===== src/rtl/pscb_pkg.sv =====
// shared types and constants for the periodic stencil csr row builder
// no dependencies; used by pscb_ctrl, pscb_dpath and the top level
`default_nettype none

package pscb_pkg;

    localparam int IDX_W          = 24;
    localparam int VAL_W          = 32;
    localparam int PTR_W          = 27;
    localparam int EXT_W          = 9;
    localparam int CFG_IDX_W      = 2;
    localparam int STENCIL_POINTS = 7;
    localparam int STEP_W         = 3;

    localparam logic [EXT_W-1:0]     EXTENT_RESET = 9'd16;
    localparam logic [STEP_W-1:0]    LAST_STEP    = STEP_W'(STENCIL_POINTS - 1);

    // register indexes of the configuration port
    localparam logic [CFG_IDX_W-1:0] REG_EXTENT_I = 2'd0;
    localparam logic [CFG_IDX_W-1:0] REG_EXTENT_J = 2'd1;
    localparam logic [CFG_IDX_W-1:0] REG_EXTENT_K = 2'd2;

    // stencil positions before sorting
    localparam int POS_BOTTOM = 0;
    localparam int POS_SOUTH  = 1;
    localparam int POS_WEST   = 2;
    localparam int POS_DIAG   = 3;
    localparam int POS_EAST   = 4;
    localparam int POS_NORTH  = 5;
    localparam int POS_TOP    = 6;

    typedef enum logic [2:0] {
        ST_IDLE,
        ST_MUL,
        ST_SPAN,
        ST_COLS,
        ST_SORT,
        ST_EMIT
    } state_t;

    typedef struct packed {
        logic              capture;
        logic              mul;
        logic              span;
        logic              cols;
        logic              sort;
        logic              emit;
        logic [STEP_W-1:0] step;
    } cmd_t;

    typedef struct packed {
        logic out_free;
    } status_t;

endpackage

`default_nettype wire


===== src/rtl/pscb_ctrl.sv =====
// sequencing state machine for the periodic stencil csr row builder
// depends on pscb_pkg; drives pscb_dpath through cmd_t, reads status_t
`default_nettype none

module pscb_ctrl (
    input  wire logic              clk,
    input  wire logic              rst_n,
    input  wire logic              item_valid,
    output logic                   item_stall,
    output pscb_pkg::cmd_t         cmd,
    input  wire pscb_pkg::status_t status
);

    pscb_pkg::state_t                  state_reg, state_next;
    logic [pscb_pkg::STEP_W-1:0]       step_reg, step_next;

    always_ff @(posedge clk or negedge rst_n)
    begin
        if (!rst_n)
        begin
            state_reg <= pscb_pkg::ST_IDLE;
            step_reg  <= '0;
        end
        else
        begin
            state_reg <= state_next;
            step_reg  <= step_next;
        end
    end

    always_comb
    begin
        state_next = state_reg;
        step_next  = step_reg;
        case (state_reg)
            pscb_pkg::ST_IDLE:
            begin
                if (item_valid)
                begin
                    state_next = pscb_pkg::ST_MUL;
                    step_next  = '0;
                end
            end
            pscb_pkg::ST_MUL:
                state_next = pscb_pkg::ST_SPAN;
            pscb_pkg::ST_SPAN:
                state_next = pscb_pkg::ST_COLS;
            pscb_pkg::ST_COLS:
            begin
                state_next = pscb_pkg::ST_SORT;
                step_next  = '0;
            end
            pscb_pkg::ST_SORT:
            begin
                if (step_reg == pscb_pkg::LAST_STEP)
                begin
                    state_next = pscb_pkg::ST_EMIT;
                    step_next  = '0;
                end
                else
                begin
                    step_next = step_reg + pscb_pkg::STEP_W'(1);
                end
            end
            pscb_pkg::ST_EMIT:
            begin
                if (status.out_free)
                begin
                    if (step_reg == pscb_pkg::LAST_STEP)
                    begin
                        state_next = pscb_pkg::ST_IDLE;
                        step_next  = '0;
                    end
                    else
                    begin
                        step_next = step_reg + pscb_pkg::STEP_W'(1);
                    end
                end
            end
            default:
            begin
                state_next = pscb_pkg::ST_IDLE;
                step_next  = '0;
            end
        endcase
    end

    always_comb
    begin
        item_stall  = (state_reg != pscb_pkg::ST_IDLE);
        cmd.capture = (state_reg == pscb_pkg::ST_IDLE) && item_valid;
        cmd.mul     = (state_reg == pscb_pkg::ST_MUL);
        cmd.span    = (state_reg == pscb_pkg::ST_SPAN);
        cmd.cols    = (state_reg == pscb_pkg::ST_COLS);
        cmd.sort    = (state_reg == pscb_pkg::ST_SORT);
        cmd.emit    = (state_reg == pscb_pkg::ST_EMIT);
        cmd.step    = step_reg;
    end

    a_capture_starts: assert property (@(posedge clk) disable iff (!rst_n)
        cmd.capture |=> (state_reg == pscb_pkg::ST_MUL))
        else $error("accepted word did not start the arithmetic phase");

    a_sort_to_emit: assert property (@(posedge clk) disable iff (!rst_n)
        (cmd.sort && step_reg == pscb_pkg::LAST_STEP)
        |=> (state_reg == pscb_pkg::ST_EMIT && step_reg == '0))
        else $error("emit did not follow the final sort pass");

    a_emit_to_idle: assert property (@(posedge clk) disable iff (!rst_n)
        (cmd.emit && status.out_free && step_reg == pscb_pkg::LAST_STEP)
        |=> (state_reg == pscb_pkg::ST_IDLE))
        else $error("controller did not return to idle after the seventh entry");

endmodule

`default_nettype wire


===== src/rtl/pscb_dpath.sv =====
// datapath: extent registers, cell counters, diagonal, columns, sorter, output register
// depends on pscb_pkg; sequenced by pscb_ctrl through cmd_t
`default_nettype none

module pscb_dpath #(
    parameter int MAX_EXTENT = 256
) (
    input  wire logic                                clk,
    input  wire logic                                rst_n,
    input  wire pscb_pkg::cmd_t                      cmd,
    output pscb_pkg::status_t                        status,
    input  wire logic                                cfg_valid,
    input  wire logic [pscb_pkg::CFG_IDX_W-1:0]      cfg_index,
    input  wire logic [pscb_pkg::EXT_W-1:0]          cfg_data,
    input  wire logic signed [pscb_pkg::VAL_W-1:0]   alpha,
    input  wire logic signed [pscb_pkg::VAL_W-1:0]   coef_east,
    input  wire logic signed [pscb_pkg::VAL_W-1:0]   coef_west,
    input  wire logic signed [pscb_pkg::VAL_W-1:0]   coef_north,
    input  wire logic signed [pscb_pkg::VAL_W-1:0]   coef_south,
    input  wire logic signed [pscb_pkg::VAL_W-1:0]   coef_top,
    input  wire logic signed [pscb_pkg::VAL_W-1:0]   coef_bottom,
    output logic                                     entry_valid,
    input  wire logic                                entry_stall,
    output logic [pscb_pkg::IDX_W-1:0]               row_index,
    output logic [pscb_pkg::IDX_W-1:0]               column_index,
    output logic signed [pscb_pkg::VAL_W-1:0]        entry_value,
    output logic                                     last_in_row,
    output logic [pscb_pkg::PTR_W-1:0]               row_end_pointer,
    output logic                                     diag_saturated,
    output logic                                     grid_done
);

    localparam int CW = (MAX_EXTENT > 1) ? $clog2(MAX_EXTENT) : 1;
    localparam int EW = $clog2(MAX_EXTENT + 1);
    localparam int IW = pscb_pkg::IDX_W;
    localparam int VW = pscb_pkg::VAL_W;
    localparam int NP = pscb_pkg::STENCIL_POINTS;

    // configuration and walk state
    logic [pscb_pkg::EXT_W-1:0] ext_i_reg, ext_j_reg, ext_k_reg;
    logic [CW-1:0]              cell_i_reg, cell_i_next;
    logic [CW-1:0]              cell_j_reg, cell_j_next;
    logic [CW-1:0]              cell_k_reg, cell_k_next;
    logic [IW-1:0]              row_counter_reg, row_counter_next;

    logic [EW-1:0] ni, nj, nk;
    logic          i_last, j_last, k_last, grid_last;
    logic          cfg_hit;

    // per-item working registers
    logic signed [VW-1:0] alpha_reg, east_reg, west_reg, north_reg;
    logic signed [VW-1:0] south_reg, top_reg, bottom_reg;
    logic signed [VW+1:0] s1_reg, s2_reg;
    logic signed [VW-1:0] diag_reg;
    logic                 diag_sat_reg;
    logic [IW-1:0]        row_reg, plane_reg, span_j_reg, span_k_reg;
    logic [pscb_pkg::PTR_W-1:0] rowend_reg;
    logic                 lo_i_reg, lo_j_reg, lo_k_reg;
    logic                 hi_i_reg, hi_j_reg, hi_k_reg;
    logic                 done_reg;

    logic [2*EW-1:0]      plane_prod, span_j_prod;
    logic [EW+IW-1:0]     span_k_prod;
    logic signed [VW+3:0] diag_full;
    logic [IW:0]          row_plus;
    logic [IW+3:0]        rowend_full;

    // sorter storage
    logic [IW-1:0]        col_reg [NP];
    logic [IW-1:0]        col_next [NP];
    logic signed [VW-1:0] val_reg [NP];
    logic signed [VW-1:0] val_next [NP];
    logic [NP-1:0]        sat_reg, sat_next;

    logic [IW-1:0] ni_w, nj_w, base;

    // output register
    logic out_valid_reg, out_valid_next;

    function automatic logic [EW-1:0] eff_extent(input logic [pscb_pkg::EXT_W-1:0] v);
        logic [EW-1:0] r;
        if (v == '0)
            r = EW'(1);
        else if (32'(v) > 32'(MAX_EXTENT))
            r = EW'(MAX_EXTENT);
        else
            r = EW'(v);
        return r;
    endfunction

    assign ni = eff_extent(ext_i_reg);
    assign nj = eff_extent(ext_j_reg);
    assign nk = eff_extent(ext_k_reg);

    assign i_last    = (EW'(cell_i_reg) + EW'(1)) >= ni;
    assign j_last    = (EW'(cell_j_reg) + EW'(1)) >= nj;
    assign k_last    = (EW'(cell_k_reg) + EW'(1)) >= nk;
    assign grid_last = i_last && j_last && k_last;

    assign cfg_hit = cfg_valid && ((cfg_index == pscb_pkg::REG_EXTENT_I)
                                || (cfg_index == pscb_pkg::REG_EXTENT_J)
                                || (cfg_index == pscb_pkg::REG_EXTENT_K));

    always_ff @(posedge clk or negedge rst_n)
    begin
        if (!rst_n)
        begin
            ext_i_reg <= pscb_pkg::EXTENT_RESET;
            ext_j_reg <= pscb_pkg::EXTENT_RESET;
            ext_k_reg <= pscb_pkg::EXTENT_RESET;
        end
        else if (cfg_valid)
        begin
            case (cfg_index)
                pscb_pkg::REG_EXTENT_I: ext_i_reg <= cfg_data;
                pscb_pkg::REG_EXTENT_J: ext_j_reg <= cfg_data;
                pscb_pkg::REG_EXTENT_K: ext_k_reg <= cfg_data;
                default: ;
            endcase
        end
    end

    // walk counters, advanced as a cell is taken in, cleared by an extent write or after the last cell
    always_comb
    begin
        cell_i_next      = cell_i_reg;
        cell_j_next      = cell_j_reg;
        cell_k_next      = cell_k_reg;
        row_counter_next = row_counter_reg;
        if (cfg_hit || (cmd.capture && grid_last))
        begin
            cell_i_next      = '0;
            cell_j_next      = '0;
            cell_k_next      = '0;
            row_counter_next = '0;
        end
        else if (cmd.capture)
        begin
            row_counter_next = row_counter_reg + IW'(1);
            if (!i_last)
                cell_i_next = cell_i_reg + CW'(1);
            else
            begin
                cell_i_next = '0;
                if (!j_last)
                    cell_j_next = cell_j_reg + CW'(1);
                else
                begin
                    cell_j_next = '0;
                    cell_k_next = cell_k_reg + CW'(1);
                end
            end
        end
    end

    always_ff @(posedge clk or negedge rst_n)
    begin
        if (!rst_n)
        begin
            cell_i_reg      <= '0;
            cell_j_reg      <= '0;
            cell_k_reg      <= '0;
            row_counter_reg <= '0;
        end
        else
        begin
            cell_i_reg      <= cell_i_next;
            cell_j_reg      <= cell_j_next;
            cell_k_reg      <= cell_k_next;
            row_counter_reg <= row_counter_next;
        end
    end

    assign plane_prod  = (2*EW)'(ni) * (2*EW)'(nj);
    assign span_j_prod = (2*EW)'(nj - EW'(1)) * (2*EW)'(ni);
    assign span_k_prod = (EW+IW)'(nk - EW'(1)) * (EW+IW)'(plane_reg);
    assign diag_full   = (VW+4)'(alpha_reg) - ((VW+4)'(s1_reg) + (VW+4)'(s2_reg));
    assign row_plus    = {1'b0, row_reg} + (IW+1)'(1);
    assign rowend_full = {row_plus, 3'b000} - {3'b000, row_plus};

    always_ff @(posedge clk)
    begin
        if (cmd.capture)
        begin
            alpha_reg  <= alpha;
            east_reg   <= coef_east;
            west_reg   <= coef_west;
            north_reg  <= coef_north;
            south_reg  <= coef_south;
            top_reg    <= coef_top;
            bottom_reg <= coef_bottom;
            row_reg    <= row_counter_reg;
            lo_i_reg   <= (cell_i_reg == '0);
            lo_j_reg   <= (cell_j_reg == '0);
            lo_k_reg   <= (cell_k_reg == '0);
            hi_i_reg   <= i_last;
            hi_j_reg   <= j_last;
            hi_k_reg   <= k_last;
            done_reg   <= grid_last;
        end
        if (cmd.mul)
        begin
            plane_reg  <= IW'(plane_prod);
            span_j_reg <= IW'(span_j_prod);
            s1_reg     <= (VW+2)'(east_reg) + (VW+2)'(west_reg) + (VW+2)'(north_reg);
            s2_reg     <= (VW+2)'(south_reg) + (VW+2)'(top_reg) + (VW+2)'(bottom_reg);
            rowend_reg <= pscb_pkg::PTR_W'(rowend_full);
        end
        if (cmd.span)
        begin
            span_k_reg <= IW'(span_k_prod);
            // clip when the top five bits disagree
            if ((&diag_full[VW+3:VW-1]) || !(|diag_full[VW+3:VW-1]))
            begin
                diag_reg     <= diag_full[VW-1:0];
                diag_sat_reg <= 1'b0;
            end
            else
            begin
                diag_reg     <= diag_full[VW+3] ? {1'b1, {(VW-1){1'b0}}}
                                                : {1'b0, {(VW-1){1'b1}}};
                diag_sat_reg <= 1'b1;
            end
        end
    end

    assign ni_w = IW'(ni);
    assign nj_w = IW'(nj);
    assign base = row_reg;

    // neighbour columns with periodic wrap, then odd-even transposition passes
    always_comb
    begin
        col_next = col_reg;
        val_next = val_reg;
        sat_next = sat_reg;
        if (cmd.cols)
        begin
            col_next[pscb_pkg::POS_BOTTOM] = lo_k_reg ? base + span_k_reg : base - plane_reg;
            col_next[pscb_pkg::POS_SOUTH]  = lo_j_reg ? base + span_j_reg : base - ni_w;
            col_next[pscb_pkg::POS_WEST]   = lo_i_reg ? base + (ni_w - IW'(1)) : base - IW'(1);
            col_next[pscb_pkg::POS_DIAG]   = base;
            col_next[pscb_pkg::POS_EAST]   = hi_i_reg ? base - (ni_w - IW'(1)) : base + IW'(1);
            col_next[pscb_pkg::POS_NORTH]  = hi_j_reg ? base - span_j_reg : base + ni_w;
            col_next[pscb_pkg::POS_TOP]    = hi_k_reg ? base - span_k_reg : base + plane_reg;
            val_next[pscb_pkg::POS_BOTTOM] = bottom_reg;
            val_next[pscb_pkg::POS_SOUTH]  = south_reg;
            val_next[pscb_pkg::POS_WEST]   = west_reg;
            val_next[pscb_pkg::POS_DIAG]   = diag_reg;
            val_next[pscb_pkg::POS_EAST]   = east_reg;
            val_next[pscb_pkg::POS_NORTH]  = north_reg;
            val_next[pscb_pkg::POS_TOP]    = top_reg;
            sat_next                       = '0;
            sat_next[pscb_pkg::POS_DIAG]   = diag_sat_reg;
        end
        else if (cmd.sort)
        begin
            // strict compare keeps tied entries in stencil order
            for (int q = 0; q < (NP - 1) / 2; q++)
            begin
                if (!cmd.step[0])
                begin
                    if (col_reg[2*q] > col_reg[2*q+1])
                    begin
                        col_next[2*q]   = col_reg[2*q+1];
                        col_next[2*q+1] = col_reg[2*q];
                        val_next[2*q]   = val_reg[2*q+1];
                        val_next[2*q+1] = val_reg[2*q];
                        sat_next[2*q]   = sat_reg[2*q+1];
                        sat_next[2*q+1] = sat_reg[2*q];
                    end
                end
                else
                begin
                    if (col_reg[2*q+1] > col_reg[2*q+2])
                    begin
                        col_next[2*q+1] = col_reg[2*q+2];
                        col_next[2*q+2] = col_reg[2*q+1];
                        val_next[2*q+1] = val_reg[2*q+2];
                        val_next[2*q+2] = val_reg[2*q+1];
                        sat_next[2*q+1] = sat_reg[2*q+2];
                        sat_next[2*q+2] = sat_reg[2*q+1];
                    end
                end
            end
        end
    end

    always_ff @(posedge clk)
    begin
        col_reg <= col_next;
        val_reg <= val_next;
        sat_reg <= sat_next;
    end

    // output register, refilled as soon as the held word is taken
    assign status.out_free = !out_valid_reg || !entry_stall;

    always_comb
    begin
        out_valid_next = out_valid_reg;
        if (cmd.emit && status.out_free)
            out_valid_next = 1'b1;
        else if (!entry_stall)
            out_valid_next = 1'b0;
    end

    always_ff @(posedge clk or negedge rst_n)
    begin
        if (!rst_n)
            out_valid_reg <= 1'b0;
        else
            out_valid_reg <= out_valid_next;
    end

    always_ff @(posedge clk)
    begin
        if (cmd.emit && status.out_free)
        begin
            row_index       <= row_reg;
            column_index    <= col_reg[cmd.step];
            entry_value     <= val_reg[cmd.step];
            last_in_row     <= (cmd.step == pscb_pkg::LAST_STEP);
            row_end_pointer <= (cmd.step == pscb_pkg::LAST_STEP) ? rowend_reg : '0;
            diag_saturated  <= sat_reg[cmd.step];
            grid_done       <= (cmd.step == pscb_pkg::LAST_STEP) && done_reg;
        end
    end

    assign entry_valid = out_valid_reg;

    a_sorted: assert property (@(posedge clk) disable iff (!rst_n)
        cmd.emit |-> (col_reg[0] <= col_reg[1]) && (col_reg[1] <= col_reg[2])
                  && (col_reg[2] <= col_reg[3]) && (col_reg[3] <= col_reg[4])
                  && (col_reg[4] <= col_reg[5]) && (col_reg[5] <= col_reg[6]))
        else $error("entries not in column order at emit");

    a_sat_clipped: assert property (@(posedge clk) disable iff (!rst_n)
        (entry_valid && diag_saturated)
        |-> (entry_value == 32'sh7fffffff || entry_value == 32'sh80000000))
        else $error("saturated diagonal word is not a clip value");

endmodule

`default_nettype wire


===== src/rtl/periodic_stencil_csr_row_builder.sv =====
// top level of the periodic stencil csr row builder
// depends on pscb_pkg, pscb_ctrl and pscb_dpath
`default_nettype none

// Takes one grid cell per accepted word (i fastest, then j, then k) and returns seven
// CSR entries for its row, sorted by column with periodic wrap on every axis; tied
// columns keep the order bottom, south, west, diag, east, north, top. The diagonal is
// alpha minus the six faces, clipped to 32 bits. A cell is taken in while idle; then
// the MUL and SPAN states form the multiplies and diagonal sum, COLS forms the columns,
// seven odd-even sort passes run through the shared compare-exchange row, and EMIT hands
// the entries out one a cycle via the output register unless the result side stalls.
// Any write to an extent register restarts the walk at cell zero; extents of 0 act as 1
// and extents above MAX_EXTENT act as MAX_EXTENT. The configuration port is always ready.
module periodic_stencil_csr_row_builder #(
    parameter int MAX_EXTENT = 256
) (
    input  wire logic                                clk,
    input  wire logic                                rst_n,
    input  wire logic                                cfg_valid,
    output logic                                     cfg_ready,
    input  wire logic [pscb_pkg::CFG_IDX_W-1:0]      cfg_index,
    input  wire logic [pscb_pkg::EXT_W-1:0]          cfg_data,
    input  wire logic                                item_valid,
    output logic                                     item_stall,
    input  wire logic signed [pscb_pkg::VAL_W-1:0]   alpha,
    input  wire logic signed [pscb_pkg::VAL_W-1:0]   coef_east,
    input  wire logic signed [pscb_pkg::VAL_W-1:0]   coef_west,
    input  wire logic signed [pscb_pkg::VAL_W-1:0]   coef_north,
    input  wire logic signed [pscb_pkg::VAL_W-1:0]   coef_south,
    input  wire logic signed [pscb_pkg::VAL_W-1:0]   coef_top,
    input  wire logic signed [pscb_pkg::VAL_W-1:0]   coef_bottom,
    output logic                                     entry_valid,
    input  wire logic                                entry_stall,
    output logic [pscb_pkg::IDX_W-1:0]               row_index,
    output logic [pscb_pkg::IDX_W-1:0]               column_index,
    output logic signed [pscb_pkg::VAL_W-1:0]        entry_value,
    output logic                                     last_in_row,
    output logic [pscb_pkg::PTR_W-1:0]               row_end_pointer,
    output logic                                     diag_saturated,
    output logic                                     grid_done
);

    pscb_pkg::cmd_t    cmd;
    pscb_pkg::status_t status;

    assign cfg_ready = 1'b1;

    pscb_ctrl u_ctrl (
        .clk        (clk),
        .rst_n      (rst_n),
        .item_valid (item_valid),
        .item_stall (item_stall),
        .cmd        (cmd),
        .status     (status)
    );

    pscb_dpath #(
        .MAX_EXTENT (MAX_EXTENT)
    ) u_dpath (
        .clk             (clk),
        .rst_n           (rst_n),
        .cmd             (cmd),
        .status          (status),
        .cfg_valid       (cfg_valid && cfg_ready),
        .cfg_index       (cfg_index),
        .cfg_data        (cfg_data),
        .alpha           (alpha),
        .coef_east       (coef_east),
        .coef_west       (coef_west),
        .coef_north      (coef_north),
        .coef_south      (coef_south),
        .coef_top        (coef_top),
        .coef_bottom     (coef_bottom),
        .entry_valid     (entry_valid),
        .entry_stall     (entry_stall),
        .row_index       (row_index),
        .column_index    (column_index),
        .entry_value     (entry_value),
        .last_in_row     (last_in_row),
        .row_end_pointer (row_end_pointer),
        .diag_saturated  (diag_saturated),
        .grid_done       (grid_done)
    );

endmodule

`default_nettype wire


===== config.mk =====
export PLATFORM = sky130hd
export DESIGN_NAME = periodic_stencil_csr_row_builder
export DESIGN_NICKNAME = d
export VERILOG_FILES = /design/src/rtl/pscb_pkg.sv /design/src/rtl/pscb_ctrl.sv /design/src/rtl/pscb_dpath.sv /design/src/rtl/periodic_stencil_csr_row_builder.sv
export SDC_FILE = /design/constraint.sdc
export NUM_CORES = 2
export LEC_CHECK = 0
export ABC_AREA = 1
export BUFFER_PORTS_ARGS = -buffer_cell sky130_fd_sc_hd__buf_2
export CAP_MARGIN = 40
export CORE_MARGIN = 8
export CORE_UTILIZATION = 55
export DETAILED_ROUTE_END_ITERATION = 8
export PLACE_DENSITY = 0.75
export SYNTH_ARGS = -nofsm -noshare
export SYNTH_HDL_FRONTEND = slang
export SYNTH_SLANG_ARGS = --single-unit

===== constraint.sdc =====
create_clock -name clk -period 7.7 [get_ports clk]
set_input_delay 0.77 -clock clk [delete_from_list [all_inputs] [get_ports clk]]
set_output_delay 0.77 -clock clk [all_outputs]
set_load 0.01 [all_outputs]

==> reports/qor.yml <==
run_status:
  status: "finished, violations left"
  failed_checks: "design-rule violations"
clock_network:
  cts_setup_buffers: 0
  cts.sink_count: 1034
  cts_resized: 0
  cts_tree: "done"
  clkLatencyLatePin_ns: 0.81
  numCtsBuffers: 116
  path_clk_slew_ns: 0.06
  postCtsHoldBufs: 1
  h-tree-depth: 3
  cts_root_buf: "clkbuf_16"
  max-clock-path-buffers: 3
routing:
  drc: 1
  dr.pass1.iters: 9
  routed_wirelength_mm: 306.8
  vias_per_cell: 6.117
  vias: 73950
  drt_iter0_drc: 10680
  wl_per_cell_microns: 25.38
  antenna_left: 0
die:
  dieArea_sq_um: 160000
  die_x_microns: 400.0
  core_region_area_sq_um: 147100
  boundaryPins: 353
  die_y_microns: 400.0
  rows: 141
  start_util_pct: 55.12
grt:
  antenna_found_initial: 19
  grt_max_degree: 188
  grt_usage_pct: 37.21
  grt_pass1_vias: 69750
  grt.overflow.total: 0
  grt_pass1_wl_mm: 445.9
sta:
  grt_setup_unrepaired: "false"
  hold_viol: 0
  finalSetupViolations: 0
  fmax_ghz: 0.1413
  setup_ws_ns: 0.6205
  finalSetupTns_ns: 0
  max-slew-margin-rel_pct: 30.13
  fin_crit_sh_pct: 91.94
  min_period_ns: 7.079
  slew_violations: 0
  tightest_slew_ns: 1.048
  skew_ns: 0.1014
synthesis:
  synth.area.mux_share_pct: 0
  synth_xor_area_share_pct: 2.786
  yosysSeqAreaShare_pct: 37.71
  async_flop_share_pct: 7.930
  avgSynthCellArea_sq_um: 8.323
  ys_warn_count: 0
  synth_top_flop_cell: "edfxtp_1"
  yosysTopAreaCell: "edfxtp_1"
  syn-cell-area_sq_um: 81100
  yosys.area.top_type_share_pct: 35.03
  postSynthCellCount: 9744
  synth.top_cells.by_area: "edfxtp_1 (35%), nand2_1 (11%), fa_1 (9.7%)"
  synth_top_family_by_area: "simple AND/OR/NAND/NOR gates"
  synth_fa_ha_area_share_pct: 18.50
  yosys.area_share.simple_pct: 21.97
  synth_compound_area_share_pct: 10.98
  ys_ff_latch: 1034
  synth_cell_types: 69
  synth_edf_count: 946
finish:
  fin_util_pct: 60.89
  drive_above_1_share_pct: 8.118
  finalNetCount: 11250
  largest_reg_flops: 224
  syn_to_final_growth_pct: 10.47
  stdcell_count: 12090
place:
  placed_cells: 11860
  post-dp-hpwl_mm: 233.5
  port_buffers: 351
  finalWeightedCongestion: 1.047
  place_ws_ns: 0.6989
critical_path:
  cp_max_fo: 9
  critical-path-max-stage-delay_ns: 0.57
  crit_top_cell: "nand2_1"
  critPathArrivalTime_ns: 7.57
  cp-start-kind: "register"
  end_kind: "register"
  critical_path_class: "reg -> reg"
  crit_required_ns: 8.19
  critPathSlowestCell: "fa_1"
run:
  drv_cap: 0
worst_hold_path:
  hold_class: "in -> reg"
worst max-delay path, delay by kind of cell (launching register included):
| family | cells | cell delay (ns) |
|---|---|---|
| fa+ha+maj | 8 | 3.54 |
| simple gates | 18 | 1.89 |
| buf+inv | 8 | 0.82 |
| flops | 1 | 0.55 |
area by class of cell:
type                            count  area [sq um]
Multi-Input combinational cell   7071         44280
Tap cell                         1930          2415
Inverter                         1348          5087
Fill cell                       12920         57540
Antenna cell                        9         22.52
Timing Repair Buffer              479          3050
Clock inverter                     83          1110
Sequential cell                  1034         30590
Clock buffer                      135          3037
per-layer routing:
layer	wire length (microns)	global-route usage, %	vias up
li1	-	-	33130
met1	121500	51.37	35120
met2	125200	53.11	4899
met3	44730	13.14	785
met4	15400	15.66	6
met5	34	0	-
synthesized netlist by cell type, types with 26 or more instances:
cell,count
fa_1,393
a21oi_1,538
a31oi_1,68
buf_1,31
o221ai_1,26
o22ai_1,77
inv_1,1307
inv_2,27
o211ai_1,38
dfrtp_1,79
o21bai_1,42
xor2_1,186
nand4_1,124
buf_2,50
or2_2,31
nor4_1,39
xnor2_1,72
nor3_1,77
edfxtp_1,946
ha_1,570
clkbuf_1,225
nor2_1,711
a21o_1,43
o21ai_0,614
nand3_1,742
nand2_1,2387
cell usage in the layout (no fill, tap or decap), types with 24 or more instances in the layout:
master | Yosys | layout
nand2_1 | 2387 | 2380
inv_1 | 1307 | 1304
edfxtp_1 | 946 | 946
nand3_1 | 742 | 738
nor2_1 | 711 | 706
o21ai_0 | 614 | 613
ha_1 | 570 | 570
a21oi_1 | 538 | 538
fa_1 | 393 | 393
buf_2 | 50 | 356
xor2_1 | 186 | 186
nand4_1 | 124 | 124
clkbuf_16 | 0 | 118
buf_4 | 17 | 99
nor3_1 | 77 | 77
o22ai_1 | 77 | 77
dfrtp_1 | 79 | 77
xnor2_1 | 72 | 72
a31oi_1 | 68 | 67
a21o_1 | 43 | 43
conb_1 | 2 | 43
o21bai_1 | 42 | 42
nor4_1 | 39 | 39
o211ai_1 | 38 | 38
clkinv_1 | 13 | 37
or2_2 | 31 | 31
o221ai_1 | 26 | 26
nand2_2 | 22 | 26
inv_2 | 27 | 25
nand3b_1 | 25 | 25
a211oi_1 | 25 | 25
o21a_1 | 24 | 24
cells by family (layout without fill, tap and decap cells):
logic type / count (synthesis) / count (layout)
buf+inv: 1680 / 2045
simple gates: 4223 / 4223
fa+ha+maj: 963 / 963
xor+xnor: 258 / 258
flops: 1034 / 1034
compound gates: 1584 / 1584
other cells: 2 / 52
metrics by stage:
stage / area [sq um] / hold WS [ns]
after global routing: 89570 / 0.1241
final: 89590 / 0.1341
after CTS: 89520 / 0.1039
after floorplan: 81250 / 0.4244
after detailed placement: 85370 / 0.4369
after global placement: 84900 / 0.4355
final timing paths:
check                                                       startpoint                           endpoint  slack [ns]  cells after the start
min in group asynchronous                                        rst_n  u_dpath.cell_j_reg[0]$_DFFE_PN0P_        0.54                      2
worst min-delay path                                      coef_top[27]      u_dpath.top_reg[27]$_DFFE_PP_        0.13                      1
worst max-delay path                  u_dpath.ext_k_reg[4]$_DFFE_PN1P_   u_dpath.span_k_reg[23]$_DFFE_PN_        0.62                     34
worst min register to register  u_dpath.row_counter_reg[5]$_DFFE_PN0P_          u_dpath.base[5]$_DFFE_PP_        0.45                      0
max in group asynchronous                                        rst_n     u_ctrl.step_reg[0]$_DFFE_PN0P_        6.04                      3
worst max register to register        u_dpath.ext_k_reg[4]$_DFFE_PN1P_   u_dpath.span_k_reg[23]$_DFFE_PN_        0.62                     34
Power is not shown: default switching activity piles up to over one toggle a cycle in this logic, so the estimate is an artifact.
